[src/rtl/itag_pkg.sv]
// Shared types, constants and control structs for the im2col tap address generator.
package itag_pkg;

    // Window and image limits
    localparam int MAX_KERNEL = 8;
    localparam int MAX_DIM    = 1024;

    // Field widths
    localparam int KERN_W  = 4;
    localparam int STR_W   = 4;
    localparam int PAD_W   = 3;
    localparam int DIM_W   = 11;
    localparam int BATCH_W = 8;
    localparam int COORD_W = 10;
    localparam int SLOT_W  = 6;
    localparam int TAP_W   = $clog2(MAX_KERNEL);
    // Signed base coordinate: coord * stride - pad, with headroom for the tap offset
    localparam int BASE_W  = COORD_W + STR_W + 2;

    // APB register map
    localparam int ADDR_W = 5;
    localparam int DATA_W = 32;

    typedef enum logic [2:0] {
        REG_KERNEL_HEIGHT = 3'd0,
        REG_KERNEL_WIDTH  = 3'd1,
        REG_STRIDE_Y      = 3'd2,
        REG_STRIDE_X      = 3'd3,
        REG_PAD_TOP       = 3'd4,
        REG_PAD_LEFT      = 3'd5,
        REG_IN_HEIGHT     = 3'd6,
        REG_IN_WIDTH      = 3'd7
    } t_reg_idx;

    // Item modes
    localparam logic KIND_GATHER  = 1'b0;
    localparam logic KIND_SCATTER = 1'b1;

    typedef struct packed {
        logic [KERN_W-1:0] kernel_height;
        logic [KERN_W-1:0] kernel_width;
        logic [STR_W-1:0]  stride_y;
        logic [STR_W-1:0]  stride_x;
        logic [PAD_W-1:0]  pad_top;
        logic [PAD_W-1:0]  pad_left;
        logic [DIM_W-1:0]  in_height;
        logic [DIM_W-1:0]  in_width;
    } t_cfg;

    typedef enum logic [1:0] {
        ST_IDLE,
        ST_BASE,
        ST_MASK,
        ST_WALK
    } t_state;

    // Controller to datapath
    typedef struct packed {
        logic load;
        logic calc_base;
        logic calc_mask;
        logic step;
        logic emit;
    } t_cmd;

    // Datapath to controller
    typedef struct packed {
        logic kernel_empty;
        logic tap_final;
        logic tap_emit;
        logic out_free;
    } t_sts;

endpackage

[src/rtl/itag_cfg.sv]
// APB configuration register file.
module itag_cfg import itag_pkg::*; (
    input  logic              i_clk,
    input  logic              i_rst_n,
    input  logic              psel,
    input  logic              penable,
    input  logic              pwrite,
    input  logic [ADDR_W-1:0] paddr,
    input  logic [DATA_W-1:0] pwdata,
    output logic [DATA_W-1:0] prdata,
    output logic              pready,
    output t_cfg              o_cfg
);

    t_cfg     r_cfg;
    t_reg_idx w_idx;
    logic     w_wr;

    assign pready = 1'b1;
    assign w_idx  = t_reg_idx'(paddr[ADDR_W-1:2]);
    assign w_wr   = psel & penable & pwrite;

    // Register writes
    always_ff @(posedge i_clk) begin
        if (!i_rst_n) begin
            r_cfg.kernel_height <= KERN_W'(3);
            r_cfg.kernel_width  <= KERN_W'(3);
            r_cfg.stride_y      <= STR_W'(1);
            r_cfg.stride_x      <= STR_W'(1);
            r_cfg.pad_top       <= '0;
            r_cfg.pad_left      <= '0;
            r_cfg.in_height     <= DIM_W'(MAX_DIM);
            r_cfg.in_width      <= DIM_W'(MAX_DIM);
        end else if (w_wr) begin
            unique case (w_idx)
                REG_KERNEL_HEIGHT: r_cfg.kernel_height <= pwdata[KERN_W-1:0];
                REG_KERNEL_WIDTH:  r_cfg.kernel_width  <= pwdata[KERN_W-1:0];
                REG_STRIDE_Y:      r_cfg.stride_y      <= pwdata[STR_W-1:0];
                REG_STRIDE_X:      r_cfg.stride_x      <= pwdata[STR_W-1:0];
                REG_PAD_TOP:       r_cfg.pad_top       <= pwdata[PAD_W-1:0];
                REG_PAD_LEFT:      r_cfg.pad_left      <= pwdata[PAD_W-1:0];
                REG_IN_HEIGHT:     r_cfg.in_height     <= pwdata[DIM_W-1:0];
                REG_IN_WIDTH:      r_cfg.in_width      <= pwdata[DIM_W-1:0];
                default: ;
            endcase
        end
    end

    // Read mux
    always_comb begin
        unique case (w_idx)
            REG_KERNEL_HEIGHT: prdata = DATA_W'(r_cfg.kernel_height);
            REG_KERNEL_WIDTH:  prdata = DATA_W'(r_cfg.kernel_width);
            REG_STRIDE_Y:      prdata = DATA_W'(r_cfg.stride_y);
            REG_STRIDE_X:      prdata = DATA_W'(r_cfg.stride_x);
            REG_PAD_TOP:       prdata = DATA_W'(r_cfg.pad_top);
            REG_PAD_LEFT:      prdata = DATA_W'(r_cfg.pad_left);
            REG_IN_HEIGHT:     prdata = DATA_W'(r_cfg.in_height);
            REG_IN_WIDTH:      prdata = DATA_W'(r_cfg.in_width);
            default:           prdata = '0;
        endcase
    end

    assign o_cfg = r_cfg;

endmodule

[config.mk]
export PLATFORM = sky130hd
export DESIGN_NAME = itag_cfg
export DESIGN_NICKNAME = d
export VERILOG_FILES = /design/src/rtl/itag_pkg.sv /design/src/rtl/itag_cfg.sv
export SDC_FILE = /design/constraint.sdc
export NUM_CORES = 1
export LEC_CHECK = 0
export BUFFER_PORTS_ARGS = -buffer_cell sky130_fd_sc_hd__buf_2
export CAP_MARGIN = 20
export CORE_UTILIZATION = 45
export CTS_CLUSTER_SIZE = 30
export DETAILED_ROUTE_END_ITERATION = 8
export PLACE_DENSITY = 0.8
export SLEW_MARGIN = 20
export SYNTH_ARGS = -nofsm -noshare
export SYNTH_HDL_FRONTEND = slang
export SYNTH_SLANG_ARGS = --single-unit
[constraint.sdc]
create_clock -name i_clk -period 2.75 [get_ports i_clk]
set_clock_uncertainty 0.05 [all_clocks]
set_input_delay 0.55 -clock i_clk [delete_from_list [all_inputs] [get_ports i_clk]]
set_output_delay 0.55 -clock i_clk [all_outputs]
set_load 0.005 [all_outputs]
* Yosys cells after proc, flatten, opt, wreduce, memory -nomap -nowiden
Cells that the tools add are included.
** Storage, ports and cells
- Word-level logic and storage cells :: 27
- Flip-flop bits (word level) :: 44
- Output and inout bits :: 77
** Operators by class
- Reduce and logical (&&, ||, !) cells :: 9
- Eq/ne operators :: 7
- Bitwise operators :: 2
- Muxes and demuxes :: 1
** Operators by type and width (number)
- 32-bit one-hot mux with 8 select lines :: 1
- 2-bit AND reduction :: 8
- 3-bit equality test (second input constant) :: 4
- 3-bit by 2-bit equality test with 1-bit output (second input constant) :: 2
- 3-bit by 1-bit equality test with 1-bit output (second input constant) :: 1
- 3-bit logical NOT :: 1
- 1-bit AND :: 2

* Longest topological paths before layout
- Depth in word-level cells :: 3
- Depth in mapped cells :: 6

* Worst setup path before layout
Ideal clock, no wire load.
- Path type :: input port to output port
- From :: input port paddr[3]
- To :: output port prdata[2]
- Data required time :: 2150 ps
- Cell stages on the path :: 5
- Buffers on the path :: 1
- Arrival time :: 1448 ps
- Slack :: 702 ps
- Cells stage by stage :: buf_6 > mux2_2 > a22o_1 > a221oi_1 > nor2_1
** On the way
- Longest elaborated chain between the ends :: 2
** Ends and longest elaborated chain
- from (decl) :: RTL line itag_cfg.sv:8 : input logic [ADDR_W-1:0] paddr,
- 3-bit equality test (tied with other cells) :: RTL line itag_cfg.sv:51 : unique case (w_idx)
- 32-bit one-hot mux with 8 select lines * :: RTL line itag_cfg.sv:51
- to (decl) :: RTL line itag_cfg.sv:10 : output logic [DATA_W-1:0] prdata,
Every way passes the cells marked *; elsewhere a longest branch is shown, timed or not. The select of a mux whose other input is x is not followed.

* Worst setup path after layout
- From :: input port paddr[3]
- To :: output port prdata[0]
Same word-level chain as after synthesis.

==> summary.txt <==
STA
  • Fin. Hold Viols: 0
  • Setup ws final: 0.249 ns
  • Fin. max-slew vios: 0
  • Worst rel slew slack: 54.9%
  • Final count of negative-setup-slack endpoints: 0
  • Worst-margin pin slew: slightly below 0.7 ns
  • Setup TNS: 0 ns
  • Fin crit period: 2.50 ns
  • Max Clk Rate: between 0.3 and 0.4 GHz
  • Unrepaired setup endpoints after global routing: no
  • Final Cycle Share: around nine tenths

Clock network
  • Clock-pin slew on the worst setup and hold paths: 0.08 ns
  • Root buffer cell: clkbuf_8
  • Clock buffers created by TritonCTS: 5
  • Clk_lat worst skew: between 0.2 and 0.3 ns
  • CTS resizes: 0
  • CTS max path bufs: 2
  • CTS tree: built
  • H-tree Lvls: 2
  • Hold buffers post-CTS: 0
  • Clk sinks: 44
  • Post-CTS Setup Bufs: 0

Floorplanning
  • Starting density of the core: between 40 and 50%
  • Die height: between 70 and 80 um
  • Die width: 73.5 um
  • Site row count: 25
  • Top-level I/O count: 119
  • Core area: just under 5000 um^2
  • Die area: 5410 um^2

Worst setup path
  • Worst-path cell chain: buf_2, buf_4, nor2b_1, a221oi_1, a221oi_1, nor2_1, buf_2
  • Worst EP required: around 2.2 ns
  • Classification of the worst setup path: in2out
  • Worst Path Arrival: approximately 1.9 ns
  • Slowest cell on crit path: nor2b_1
  • Worst Path Max Fanout: 12
  • Critical Path End Type: output pin
  • Startpoint Class: primary input
  • Slowest stage delay, CP: 0.29 ns

Placement
  • PortBufs: 73
  • Total placed instance area: 2610 um^2
  • Pre-CTS WS: about 0.27 ns
  • Dpl hpwl: 3860 um
  • Final GP Congestion: around 0.8

Synthesis
  • Post-synthesis xor/xnor area fraction: 0%
  • Top FF cell, synth: dfxtp_1
  • Simple-Gate Fraction of Synth Area: ~18%
  • Synth Warn #: 0
  • Avg Inst Size Synth: just under 9 um^2
  • Compound-gate portion of the synthesized area: between 10% and 20%
  • Adder-cell share of the synthesized area: 0%
  • Sequential area share after synthesis: 38.2%
  • Area of the mapped netlist: 2300 um^2
  • Most frequent cell after synthesis: dfxtp_1
  • Post-synth ARST share: 0%
  • Synth area leaders: dfxtp_1, mux2i_1, buf_4
  • Post-synthesis mux area share: 18.4%
  • Cells after synthesis: 260
  • Post-synth EDFFs: 0
  • Commonest cells in the netlist: dfxtp_1, mux2i_1, nand2_1
  • Synthesized flop and latch total: between 40 and 50
  • Synth cell types: 28
  • Post-synth top area share: a little under two fifths
  • Synth area leader: dfxtp_1
  • Largest family of logic cells by synthesized area: multiplexers

Global routing
  • First-pass GRT wire length: ~8400 um
  • Vias in the first global route: between 1500 and 2000
  • GRT Util Overall: 20.3%
  • GRT Residual Overflow: 0
  • Largest net degree at the start of global routing: between 40 and 50
  • Initial antenna violation count: 0

Drt
  • Vias per cell: 5.08
  • # DRC: 0
  • Drt pass-1 iters: 5
  • Routed wire length: ~5400 um
  • DR WL/cell: around 14 um
  • Final ANT Viol Nets: 0
  • Initial DRC Count: 75
  • Total number of vias: 1995

Power
  • Pwr Total: between 1 and 1.5 mW
  • Leak pwr: 1.24 nW
  • Peak VDD IR: about 330 uV
  • PD cells: 437 nW/um^2

Final layout
  • Diode count: 0
  • Synthesis-to-finish area growth: 17.4%
  • Fill cells: between 400 and 500
  • Layout cells sized above 1: 28.2%
  • Max reg flops: 44
  • Final nets: roughly 370
  • Finished Core Util: 56.1%
  • Design area: 2700 um^2

Outcome
  • Status: finished, final reports clean

Hold path
  • Worst hold path class: in2reg

Run
  • Max cap viols: 0
-- layer usage --
| layer | routed length, um | up-vias | GRT usage, % |
|---|---|---|---|
| li1 | - | 961 | - |
| met1 | 2400 | 937 | 26.5 |
| met2 | 2550 | 86 | 32.5 |
| met3 | 357 | 11 | 5.49 |
| met4 | 89 | 0 | 6.41 |
| met5 | 0 | - | 0 |
-- through the flow --
step / hold slack [ns] / cells
5_1_grt: 0.456 / 393
3_3_place_gp: 0.428 / 385
4_1_cts: 0.440 / 393
3_5_place_dp: 0.442 / 385
2_1_floorplan: 0.432 / 280
6_report: 0.446 / 393
-- logic make-up after synthesis --
family / count (synthesis)
other: 2
AOI/OAI and AO/OA: 45
buffers and inverters: 46
muxes: 42
DFF: 44
and+or+nand+nor: 81
-- worst max-delay path, delay by kind of cell --
kind	cells	cell delay (ns)
AO/OA/AOI/OAI	2	0.40
buffers and inverters	3	0.55
AND/OR/NAND/NOR	2	0.39
-- power breakdown --
group,internal (mW),switching [mW],total [mW]
clock,0.205,0.213,0.419
sequential,0.641,0.00382,0.645
combinational,0.0473,0.0717,0.119
total,0.894,0.289,1.18
-- worst paths after layout --
check             startpoint   endpoint  slack [ns]  cells past startpoint
setup / recovery    paddr[3]  prdata[0]        0.25                      7
setup reg to reg   o_cfg[26]  o_cfg[26]        1.98                      2
hold reg to reg     o_cfg[2]   o_cfg[2]        0.46                      2
hold / removal    pwdata[10]  o_cfg[10]        0.45                      3
-- cells in the final DEF, fill, tap and decap left out, drive strengths merged --
master and instances:
a22o 2, clkbuf 8, dfxtp 44, o22ai 1, a311oi 1, a221oi 5
a21oi 1, nand3 2, conb 22, nor2b 22, a31oi 1, nand4 1
mux2i 40, nor2 23, or3 3, mux2 2, nand2b 2, nand2 27
a21boi 16, buf 80, inv 4, o21ai 18, nand4b 1
-- final cells by class --
| type | count | area [um^2] | share of cell area [%] |
|---|---|---|---|
| repair buffers | 80 | 418 | 15.5 |
| clock buffers | 8 | 90.1 | 3.33 |
| multi-input cells | 190 | 1220 | 45.0 |
| flip-flops and latches | 44 | 881 | 32.6 |
| well taps | 67 | 83.8 | 3.10 |
| inverters | 4 | 15.0 | 0.555 |
No activity file was read; power rests on OpenSTA's default activity.
