$ cat src/rtl/itag_pkg.sv
// Shared types, constants and control structs for the im2col tap address generator.
package itag_pkg;

    // Window and image limits
    localparam int MAX_KERNEL = 8;
    localparam int MAX_DIM    = 1024;

    // Field widths
    localparam int KERN_W  = 4;
    localparam int STR_W   = 4;
    localparam int PAD_W   = 3;
    localparam int DIM_W   = 11;
    localparam int BATCH_W = 8;
    localparam int COORD_W = 10;
    localparam int SLOT_W  = 6;
    localparam int TAP_W   = $clog2(MAX_KERNEL);
    // Signed base coordinate: coord * stride - pad, with headroom for the tap offset
    localparam int BASE_W  = COORD_W + STR_W + 2;

    // APB register map
    localparam int ADDR_W = 5;
    localparam int DATA_W = 32;

    typedef enum logic [2:0] {
        REG_KERNEL_HEIGHT = 3'd0,
        REG_KERNEL_WIDTH  = 3'd1,
        REG_STRIDE_Y      = 3'd2,
        REG_STRIDE_X      = 3'd3,
        REG_PAD_TOP       = 3'd4,
        REG_PAD_LEFT      = 3'd5,
        REG_IN_HEIGHT     = 3'd6,
        REG_IN_WIDTH      = 3'd7
    } t_reg_idx;

    // Item modes
    localparam logic KIND_GATHER  = 1'b0;
    localparam logic KIND_SCATTER = 1'b1;

    typedef struct packed {
        logic [KERN_W-1:0] kernel_height;
        logic [KERN_W-1:0] kernel_width;
        logic [STR_W-1:0]  stride_y;
        logic [STR_W-1:0]  stride_x;
        logic [PAD_W-1:0]  pad_top;
        logic [PAD_W-1:0]  pad_left;
        logic [DIM_W-1:0]  in_height;
        logic [DIM_W-1:0]  in_width;
    } t_cfg;

    typedef enum logic [1:0] {
        ST_IDLE,
        ST_BASE,
        ST_MASK,
        ST_WALK
    } t_state;

    // Controller to datapath
    typedef struct packed {
        logic load;
        logic calc_base;
        logic calc_mask;
        logic step;
        logic emit;
    } t_cmd;

    // Datapath to controller
    typedef struct packed {
        logic kernel_empty;
        logic tap_final;
        logic tap_emit;
        logic out_free;
    } t_sts;

endpackage

$ cat src/rtl/itag_ctrl.sv
// Sequencing state machine: accept, base computation, padding masks, tap walk.
module itag_ctrl import itag_pkg::*; (
    input  logic i_clk,
    input  logic i_rst_n,
    input  logic i_in_valid,
    output logic o_in_ready,
    input  t_sts i_sts,
    output t_cmd o_cmd
);

    t_state r_state;
    t_state n_state;

    // State register
    always_ff @(posedge i_clk) begin
        if (!i_rst_n) begin
            r_state <= ST_IDLE;
        end else begin
            r_state <= n_state;
        end
    end

    // Next state and commands
    always_comb begin
        n_state    = r_state;
        o_cmd      = '0;
        o_in_ready = 1'b0;
        unique case (r_state)
            ST_IDLE: begin
                o_in_ready = 1'b1;
                if (i_in_valid) begin
                    o_cmd.load = 1'b1;
                    n_state    = ST_BASE;
                end
            end
            ST_BASE: begin
                o_cmd.calc_base = 1'b1;
                n_state         = ST_MASK;
            end
            ST_MASK: begin
                o_cmd.calc_mask = 1'b1;
                n_state         = i_sts.kernel_empty ? ST_IDLE : ST_WALK;
            end
            ST_WALK: begin
                // padded taps in scatter-add mode advance without a record
                if (!i_sts.tap_emit || i_sts.out_free) begin
                    o_cmd.step = 1'b1;
                    o_cmd.emit = i_sts.tap_emit;
                    if (i_sts.tap_final) begin
                        n_state = ST_IDLE;
                    end
                end
            end
            default: n_state = ST_IDLE;
        endcase
    end

endmodule

$ cat config.mk
export PLATFORM = sky130hd
export DESIGN_NAME = itag_ctrl
export DESIGN_NICKNAME = d
export VERILOG_FILES = /design/src/rtl/itag_pkg.sv /design/src/rtl/itag_ctrl.sv
export SDC_FILE = /design/constraint.sdc
export NUM_CORES = 1
export LEC_CHECK = 0
export ABC_AREA = 1
export BUFFER_PORTS_ARGS = -buffer_cell sky130_fd_sc_hd__buf_2
export CORE_AREA = 2 2 39 41
export CTS_BUF_LIST = sky130_fd_sc_hd__clkbuf_8 sky130_fd_sc_hd__clkbuf_16
export CTS_CLUSTER_DIAMETER = 80
export DETAILED_ROUTE_END_ITERATION = 12
export DIE_AREA = 0 0 41 43
export HOLD_SLACK_MARGIN = 0.03
export PLACE_DENSITY_LB_ADDON = 0.3
export SYNTH_ARGS = -nofsm -noshare
export SYNTH_HDL_FRONTEND = slang
export SYNTH_SLANG_ARGS = --single-unit
export TNS_END_PERCENT = 30
$ cat constraint.sdc
create_clock -name i_clk -period 1 [get_ports i_clk]
set_input_delay 0.2 -clock i_clk [delete_from_list [all_inputs] [get_ports i_clk]]
set_output_delay 0.2 -clock i_clk [all_outputs]
set_load 0.005 [all_outputs]
Yosys cells after proc, flatten, opt, wreduce, memory -nomap -nowiden
Index checks and enable logic that the tools add are counted.
- eq/ne operators: 6
- muxes and demuxes: 12
- reductions and logical operators: 4
- operator list (operator ; number):
    two-way mux 2 bit ; 6
    case mux 2 bit (4 select lines) ; 1
    != test 2 bit (second input constant) ; 3
    two-way mux 1 bit ; 5
    == test 2 bit (second input constant) ; 2
    AND reduction 3 bit ; 1
    == test 2 x 1 -> 1 bit (second input constant) ; 1
    zero test 2 bit ; 1
    zero test 1 bit ; 1
    logical OR 1 bit ; 1
- flip-flop bits (word level): 2
- input port bits: 7
- output and inout port bits: 6
- logic and storage cells: 23

Logic depth before layout (Yosys ltp)
Gate-level depths: netlist (run 1).
- word-level depth: 4
- gate-level depth with buffers: 6
- mapped depth without buffers: 6

Least setup slack after synthesis (run 1)
Ideal clock, no wire load.
- path kind: register to output
- from: reg r_state[0]
- to: out o_cmd[4] (netlist name)
- arrival time: 0.627 ns
- required time: 0.800 ns
- path slack: 0.173 ns
- cell stages (with the launch flop): 4
- path buffers: 0
- path through: dfxtp_1 nor2_1 nand2_1 inv_1
- RTL lines (element ; line ; source):
    from (decl) ; itag_ctrl.sv:11 ; t_state r_state;
    from (signal assigned) ; itag_ctrl.sv:19 ; r_state <= n_state;
    to (decl) ; itag_ctrl.sv:8 ; output t_cmd o_cmd

==> impl_metrics.toml, run 1 <==
[placement]
place_hpwl_microns = 322
post-place-ws_ns = 0.0892
globalplace.congestion = 0.636
io_buffers = 12

[sta]
post-route-period-util_pct = 106
slew_headroom_pct = 91.8
clock_skew_ns = 0.00179
setup_violations = 4
post-route-min-period_ns = 1.06
worst_pin_slew_ns = 0.122
rsz0062_at_grt = "true"
setup_ws_ns = -0.0628
final_hold_viol_count = 0
fmax_ghz = 0.941
fin_tns_setup_ns = -0.192
drv_slew = 0

[synth]
yosysMostFrequentCell = "nor2_1"
synth_top_cells_by_area = "dfxtp_1 (27%), nor2_1 (23%), inv_1 (20%)"
synth-edff-count = 0
synth.avg_cell_area_sq_um = 4.96
ys_ff_latch = 2
yosysWarningCount = 0
synth_cell_types = 7
synth_top_area_cell = "dfxtp_1"
synth-seq-area-share_pct = 26.9
syn_nets = 37
ys_async_sr_fraction_pct = 0
synthFlopType = "dfxtp_1"
synth_common_cells = "nor2_1 (9), inv_1 (8), nand2_1 (8), dfxtp_1 (2)"
postSynthCellCount = 30
synth_area_sq_um = 149
post-synth-top-area-fraction_pct = 26.9

[clock_network]
post_cts_buffers = 0
clockBufferDepth = 2
cts_root_buffer = "clkbuf_8"
cts.sinks = 2
h-tree-depth = 1
cts_buffers = 3
cts_tree = "done"
clk_latency_ns = 0.21
clkTransAtPathRegs_ns = 0.03

[worst_setup_path]
startpoint = "r_state[0]$_SDFFE_PN0P_"
rrSetupSlack_ns = 0.18
cp_data_required_time_ns = 0.80
critPathArrivalTime_ns = 0.86
cp-end-kind = "primary output"
r2r_cells = 6
r2r-end = "r_state[0]$_SDFFE_PN0P_"
crit_type = "flop to primary output"
critPathMaxFanout = 5
start_kind = "flop"
worstSetupEndpoint = "o_cmd[4]"
r2r-start = "r_state[1]$_SDFFE_PN0P_"

[global_routing]
grt_pass1_vias = 183
gr-usage-all-layers_pct = 6.91
met2_usage_pct = 7.81
grtUsageMet1_pct = 6.39
grt_overflow = 0
met3_usage_pct = 6.28
grt_pass1_wl_microns = 683
grt_max_degree = 6
busiest_layer = "met4"
antenna_found_initial = 0

[route]
finalWirelength_microns = 396
drc = 0
firstDrtPassIters = 4
routed_via_density = 3.39
wl_per_cell_microns = 6.49
drt_iter0_drc = 1
detail-route-antenna-nets = 0
vias = 207

[layout]
reg.largest.list = "r_state: 2 flops"
syn_to_final_growth_pct = 97.5
drive_gt1_share_pct = 51.1
finish.utilization_pct = 21.2
regMostFlops = "r_state"
largest_reg_flops = 2
diodes = 0
num-nets-final = 54

[pwr]
peakVddDrop_uv = 385
power_density_mw_per_mm2 = 1720
power_leakage_nw = 0.188

[die]
rows = 14
top_level_ports = 13
initial_utilization_pct = 10.8
dieArea_sq_mm = 0.00176
dieWidth_microns = 41
core_sq_mm = 0.00138
fp.dieH_microns = 43

[run_status]
violations = "setup timing"
status = "finished, violations left"

[hold_path]
hold_path.class = "primary input to flop"
hp-start = "i_rst_n"

[flow_run]
cap_violations = 0
-- routing by layer --
| layer | vias to the layer above | share of wire [%] |
|---|---|---|
| met3 | 2 | 13 |
| met1 | 83 | 38 |
| met4 | 0 | 3.3 |
| met5 | - | 0 |
| li1 | 114 | - |
| met2 | 8 | 45 |
-- stage by stage --
stage / instance area [sq um] / hold slack (ns) / power, mW / cells
2_1_floorplan: 149 / 0.335 / 0.137 / 30
4_1_cts: 278 / 0.229 / 0.504 / 61
5_1_grt: 294 / 0.244 / 0.547 / 61
3_3_place_gp: 229 / 0.451 / 0.174 / 58
3_5_place_dp: 229 / 0.450 / 0.174 / 58
6_report: 294 / 0.226 / 0.506 / 61
-- worst min-delay path by stage --
stage                                    to  depth (start not counted)
floorplan           r_state[0]$_SDFFE_PN0P_                          2
global placement    r_state[0]$_SDFFE_PN0P_                          3
detailed placement  r_state[1]$_SDFFE_PN0P_                          3
CTS                 r_state[0]$_SDFFE_PN0P_                          3
global route        r_state[1]$_SDFFE_PN0P_                          3
finish              r_state[1]$_SDFFE_PN0P_                          3
-- layout make-up --
cell class | instances | area, sq um
multi-input combinational | 19 | 85.1
inverter | 9 | 33.8
tap | 16 | 20.0
fill | 162 | 1090
sequential | 2 | 47.5
timing repair buffer | 12 | 66.3
clock buffer | 3 | 41.3
-- worst max-delay path: stages, from the launching register on --
cell and delay, ns:
dfxtp_4 0.35, nor2_4 0.11, nand2_2 0.06, inv_2 0.05
buf_6 0.08
-- layout by cell type, fill, tap and decap left out --
cell type	n
nand3_1	1
inv_1	6
buf_2	11
nor2_4	1
buf_6	1
nand2_2	2
clkbuf_8	3
inv_2	3
nor2_1	8
nand2_1	7
dfxtp_4	2
-- report_power, final --
| group | switching, mW | internal (mW) |
|---|---|---|
| combinational | 0.0406 | 0.0461 |
| clock | 0.0629 | 0.254 |
| sequential | 0.0135 | 0.0883 |
-- kinds of logic (layout without fill, tap and decap cells) --
| family | Yosys count | count (layout) | synth area share (%) |
|---|---|---|---|
| simple gates | 19 | 19 | 50.4 |
| buf+inv | 9 | 24 | 22.7 |
| flops | 2 | 2 | 26.9 |
-- repair_timing --
action	4_1_cts	5_1_grt
resized for setup	4	6
endpoints found under the hold margin	0	0
setup endpoints to repair	6	5
pin swaps	3	2
hold buffers	0	0
Note: power is estimated with default switching activity, not from simulation.
==> run 2: changes to the inputs <==
- clock period: 1 -> 1.35 ns (I/O delays scaled with it)
==> impl_metrics.toml, run 2 (synthesis results as in run 1) <==
[layout]
syn_to_final_growth_pct = 81.5
drive_gt1_share_pct = 37.8
final_cell_mix = "buf_2 (12), nor2_1 (9), nand2_1 (8), inv_1 (8), clkbuf_8 (3)"
largest_reg_flops = 2
diodes = 0
final_common_cell = "buf_2"
num-nets-final = 54
reg.largest.list = "r_state: 2 flops"
fillers = 165
regMostFlops = "r_state"

[route]
drt_iter0_drc = 1
vias = 196
wl_per_cell_microns = 6.56
finalWirelength_microns = 400
routed_via_density = 3.21
detail-route-antenna-nets = 0
drc = 0
firstDrtPassIters = 2

[clock_network]
ctsHoldBuffers = 0
cts.repair.resized = 0
cts_root_buffer = "clkbuf_8"
cts_tree = "done"
h-tree-depth = 1
cts_buffers = 3
clkTransAtPathRegs_ns = 0.03
post_cts_buffers = 0
clk_latency_ns = 0.21
cts.sinks = 2
clockBufferDepth = 2

[sta]
drv_slew = 0
clock_skew_ns = 0.000585
post-route-min-period_ns = 1.19
whs_ns = 0.304
post-route-period-util_pct = 88.5
setup_violations = 0
fin_tns_setup_ns = 0
fmax_ghz = 0.837
final_hold_viol_count = 0
slew_headroom_pct = 89.5
worst_pin_slew_ns = 0.157
rsz0062_at_grt = "false"

[placement]
place_hpwl_microns = 317
io_buffers = 12
globalplace.congestion = 0.626

[global_routing]
grt_pass1_vias = 199
grt_pass1_wl_microns = 614
gr-usage-all-layers_pct = 5.92
grt_max_degree = 6
antenna_found_initial = 0
grt_overflow = 0

[worst_setup_path]
critPathArrivalTime_ns = 0.92
start_kind = "flop"
critPathMaxFanout = 5
cp_data_required_time_ns = 1.08
crit_type = "flop to primary output"
cp-end-kind = "primary output"

[pwr]
peakVddDrop_uv = 350
power_leakage_nw = 0.183
power_density_mw_per_mm2 = 1330
p_total_mw = 0.359

[flow_run]
cap_violations = 0

[die]
rows = 14
initial_utilization_pct = 10.8
top_level_ports = 13
dieWidth_microns = 41
fp.dieH_microns = 43
dieArea_sq_mm = 0.00176
core_sq_mm = 0.00138

[run_status]
status = "completed"

[hold_path]
hold_path.class = "primary input to flop"
## run 2: cell counts in the layout (fill, tap and decap cells not counted)
Identical to the previous run, type by type.
## run 2: worst paths after layout
path                                start                       to  slack, ns  cells past startpoint
setup / recovery  r_state[0]$_SDFFE_PN0P_                 o_cmd[4]       0.16                      4
hold / removal                    i_rst_n  r_state[0]$_SDFFE_PN0P_       0.30                      3
setup reg to reg  r_state[0]$_SDFFE_PN0P_  r_state[0]$_SDFFE_PN0P_       0.49                      5
hold reg to reg   r_state[1]$_SDFFE_PN0P_  r_state[0]$_SDFFE_PN0P_       0.68                      4
## run 2: layout make-up
cell class | count | area [sq um] | area share (%)
clock buffers | 3 | 41.3 | 15.3
inverters | 9 | 33.8 | 12.5
multi-input cells | 19 | 75.1 | 27.8
flip-flops and latches | 2 | 40.0 | 14.8
well taps | 16 | 20.0 | 7.41
repair buffers | 12 | 60.1 | 22.2
## run 2: layer usage
metal | track usage (%) | up-vias | part of all wire, %
met5 | 0 | - | 0
met4 | 6.00 | 0 | 0
met3 | 4.71 | 0 | 12
met2 | 8.44 | 6 | 50
met1 | 4.50 | 78 | 38
li1 | - | 112 | -
## run 2: worst max-delay path, cell delays in order (launching register included)
cell and delay, ns:
dfxtp_1 0.33, nor2_1 0.15, nand2_1 0.09, inv_1 0.05, buf_2 0.10
## run 2: power breakdown
| group | internal (mW) | switching, mW | total (mW) |
|---|---|---|---|
| clock network | 0.188 | 0.0439 | 0.232 |
| logic | 0.0269 | 0.0287 | 0.0556 |
| registers | 0.0652 | 0.00627 | 0.0715 |
| total | 0.280 | 0.0789 | 0.359 |
## run 2: per-stage QoR
step / area (sq um) / setup WS, ns / cells / util [%]
2_1_floorplan: 149 / 0.453 / 30 / -
3_3_place_gp: 229 / 0.332 / 58 / 16.5
3_5_place_dp: 229 / 0.354 / 58 / 16.5
4_1_cts: 270 / 0.128 / 61 / 19.5
5_1_grt: 270 / 0.0516 / 61 / 19.5
6_report: 270 / 0.156 / 61 / 19.5
==> run 3: changes to the inputs <==
==> constraint.sdc (replaced) <==
create_clock -name i_clk -period 1.35 [get_ports i_clk]
set_input_delay 0.27 -clock i_clk [delete_from_list [all_inputs] [get_ports i_clk]]
set_output_delay 0.27 -clock i_clk [all_outputs]
set_load 0.1 [all_outputs]
==> impl_metrics.toml, run 3 (synthesis results as in run 1) <==
[run_status]
status = "completed"

[sta]
worst_pin_slew_ns = 0.165
final_hold_viol_count = 0
drv_slew = 0
setup_violations = 0
post-route-min-period_ns = 1.31
slew_headroom_pct = 88.9
rsz0062_at_grt = "true"
fmax_ghz = 0.763
post-route-period-util_pct = 97.1
clock_skew_ns = 0.000413

[pwr]
power_density_mw_per_mm2 = 1340
p_int_mw = 0.330
comb_power_share_pct = 41.6
power_frac_clock_pct = 44.0
power_switching_mw = 0.197
power_leakage_nw = 0.202
swShare_pct = 37.3
peakVddDrop_uv = 389
p_total_mw = 0.527
sequentialPowerShare_pct = 14.4

[die]
rows = 14
top_level_ports = 13
dieArea_sq_mm = 0.00176
core_sq_mm = 0.00138
dieWidth_microns = 41
initial_utilization_pct = 10.8
fp.dieH_microns = 43

[layout]
syn_to_final_growth_pct = 163
largest_reg_flops = 2
finish.utilization_pct = 28.3
fillers = 150
num-nets-final = 54
drive_gt1_share_pct = 55.6
diodes = 0
final_cell_mix = "nand2_1 (7), inv_1 (7), buf_2 (6), buf_12 (6), nor2_1 (5)"
reg.largest.list = "r_state: 2 flops"
regMostFlops = "r_state"

[worst_setup_path]
r2r-start = "r_state[0]$_SDFFE_PN0P_"
r2r-end = "r_state[1]$_SDFFE_PN0P_"
startpoint = "r_state[1]$_SDFFE_PN0P_"
crit_type = "flop to primary output"
crit_family = "flip-flops"
critPathMaxFanout = 4
cp-end-kind = "primary output"
rrSetupSlack_ns = 0.48
path_depth = 3
crit_slowest_cell = "dfxtp_2"
critPathArrivalTime_ns = 1.04
worstSetupEndpoint = "o_cmd[1]"
critPathBufInv = 1
slowest_delay_ns = 0.37
crit_chain = "nand2_2 -> nor2_2 -> buf_12"
start_kind = "flop"
cp_data_required_time_ns = 1.08
r2r_cells = 6

[clock_network]
clk_latency_ns = 0.21
h-tree-depth = 1
cts.repair.resized = 0
clkTransAtPathRegs_ns = 0.03
cts.sinks = 2
cts_root_buffer = "clkbuf_8"
cts_buffers = 3
cts_tree = "done"
post_cts_buffers = 0
clockBufferDepth = 2
ctsHoldBuffers = 0

[route]
detail-route-antenna-nets = 0
finalWirelength_microns = 398
wl_per_cell_microns = 6.52
drc = 0
firstDrtPassIters = 2
drt_iter0_drc = 2
vias = 190
routed_via_density = 3.11

[flow_run]
cap_violations = 0

[global_routing]
gr-usage-all-layers_pct = 6.61
grt_pass1_vias = 210
grt_max_degree = 6
grt_pass1_wl_microns = 724
grt_overflow = 0
antenna_found_initial = 0

[placement]
globalplace.congestion = 0.640
io_buffers = 12
place_hpwl_microns = 338

[hold_path]
hold_path.class = "primary input to flop"
[run 3: how the worst min path moves through the flow]
| stage | cells past startpoint | start | endpoint | slack [ns] |
|---|---|---|---|---|
| floorplan | 2 | i_rst_n | r_state[0]$_SDFFE_PN0P_ | 0.40 |
| global placement | 3 | i_rst_n | r_state[1]$_SDFFE_PN0P_ | 0.51 |
| detailed placement | 3 | i_rst_n | r_state[0]$_SDFFE_PN0P_ | 0.51 |
| CTS | 3 | i_rst_n | r_state[1]$_SDFFE_PN0P_ | 0.29 |
| global route | 3 | i_rst_n | r_state[1]$_SDFFE_PN0P_ | 0.31 |
| finish | 3 | i_rst_n | r_state[1]$_SDFFE_PN0P_ | 0.29 |
[run 3: layout make-up]
| class | instances | area [sq um] | area share, % |
|---|---|---|---|
| timing repair buffer | 12 | 150 | 38.3 |
| clock buffer | 3 | 41.3 | 10.5 |
| sequential | 2 | 45.0 | 11.5 |
| inverter | 9 | 37.5 | 9.58 |
| multi-input combinational | 19 | 97.6 | 24.9 |
| tap | 16 | 20.0 | 5.11 |
[run 3: worst register-to-register path: stages, from the launching register on]
cell,delay [ns]
dfxtp_4,0.35
nand2_2,0.11
inv_2,0.05
nand2_1,0.05
nand2_1,0.06
nor2_1,0.09
nor2_1,0.04
[run 3: layer usage]
layer	share of wire (%)	track usage (%)	wire [microns]	vias to the layer above
li1	-	-	-	113
met1	39	6.69	155	72
met2	55	8.44	217	5
met3	6.3	1.57	25	0
met4	0	10.0	0	0
met5	0	0	0	-
[run 3: power groups by stage]
stage | Combinational [mW] | Clock [mW] | Sequential (mW)
2_1_floorplan | 0.142 | 0 | 0.0758
3_3_place_gp | 0.220 | 0 | 0.0768
3_5_place_dp | 0.220 | 0 | 0.0774
4_1_cts | 0.220 | 0.243 | 0.0766
5_1_grt | 0.230 | 0.241 | 0.0773
6_report | 0.219 | 0.232 | 0.0758
[run 3: stage by stage]
| stage | hold slack (ns) | TNS, ns | instances | cell area, sq um | worst slack, ns |
|---|---|---|---|---|---|
| final | 0.290 | 0 | 61 | 392 | 0.0396 |
| after global routing | 0.313 | -0.00241 | 61 | 392 | -0.00241 |
| after CTS | 0.289 | 0 | 61 | 384 | 0.0272 |
| after detailed placement | 0.506 | 0 | 58 | 343 | 0.252 |
| after global placement | 0.506 | 0 | 58 | 343 | 0.253 |
| after floorplan | 0.397 | -0.790 | 30 | 173 | -0.275 |
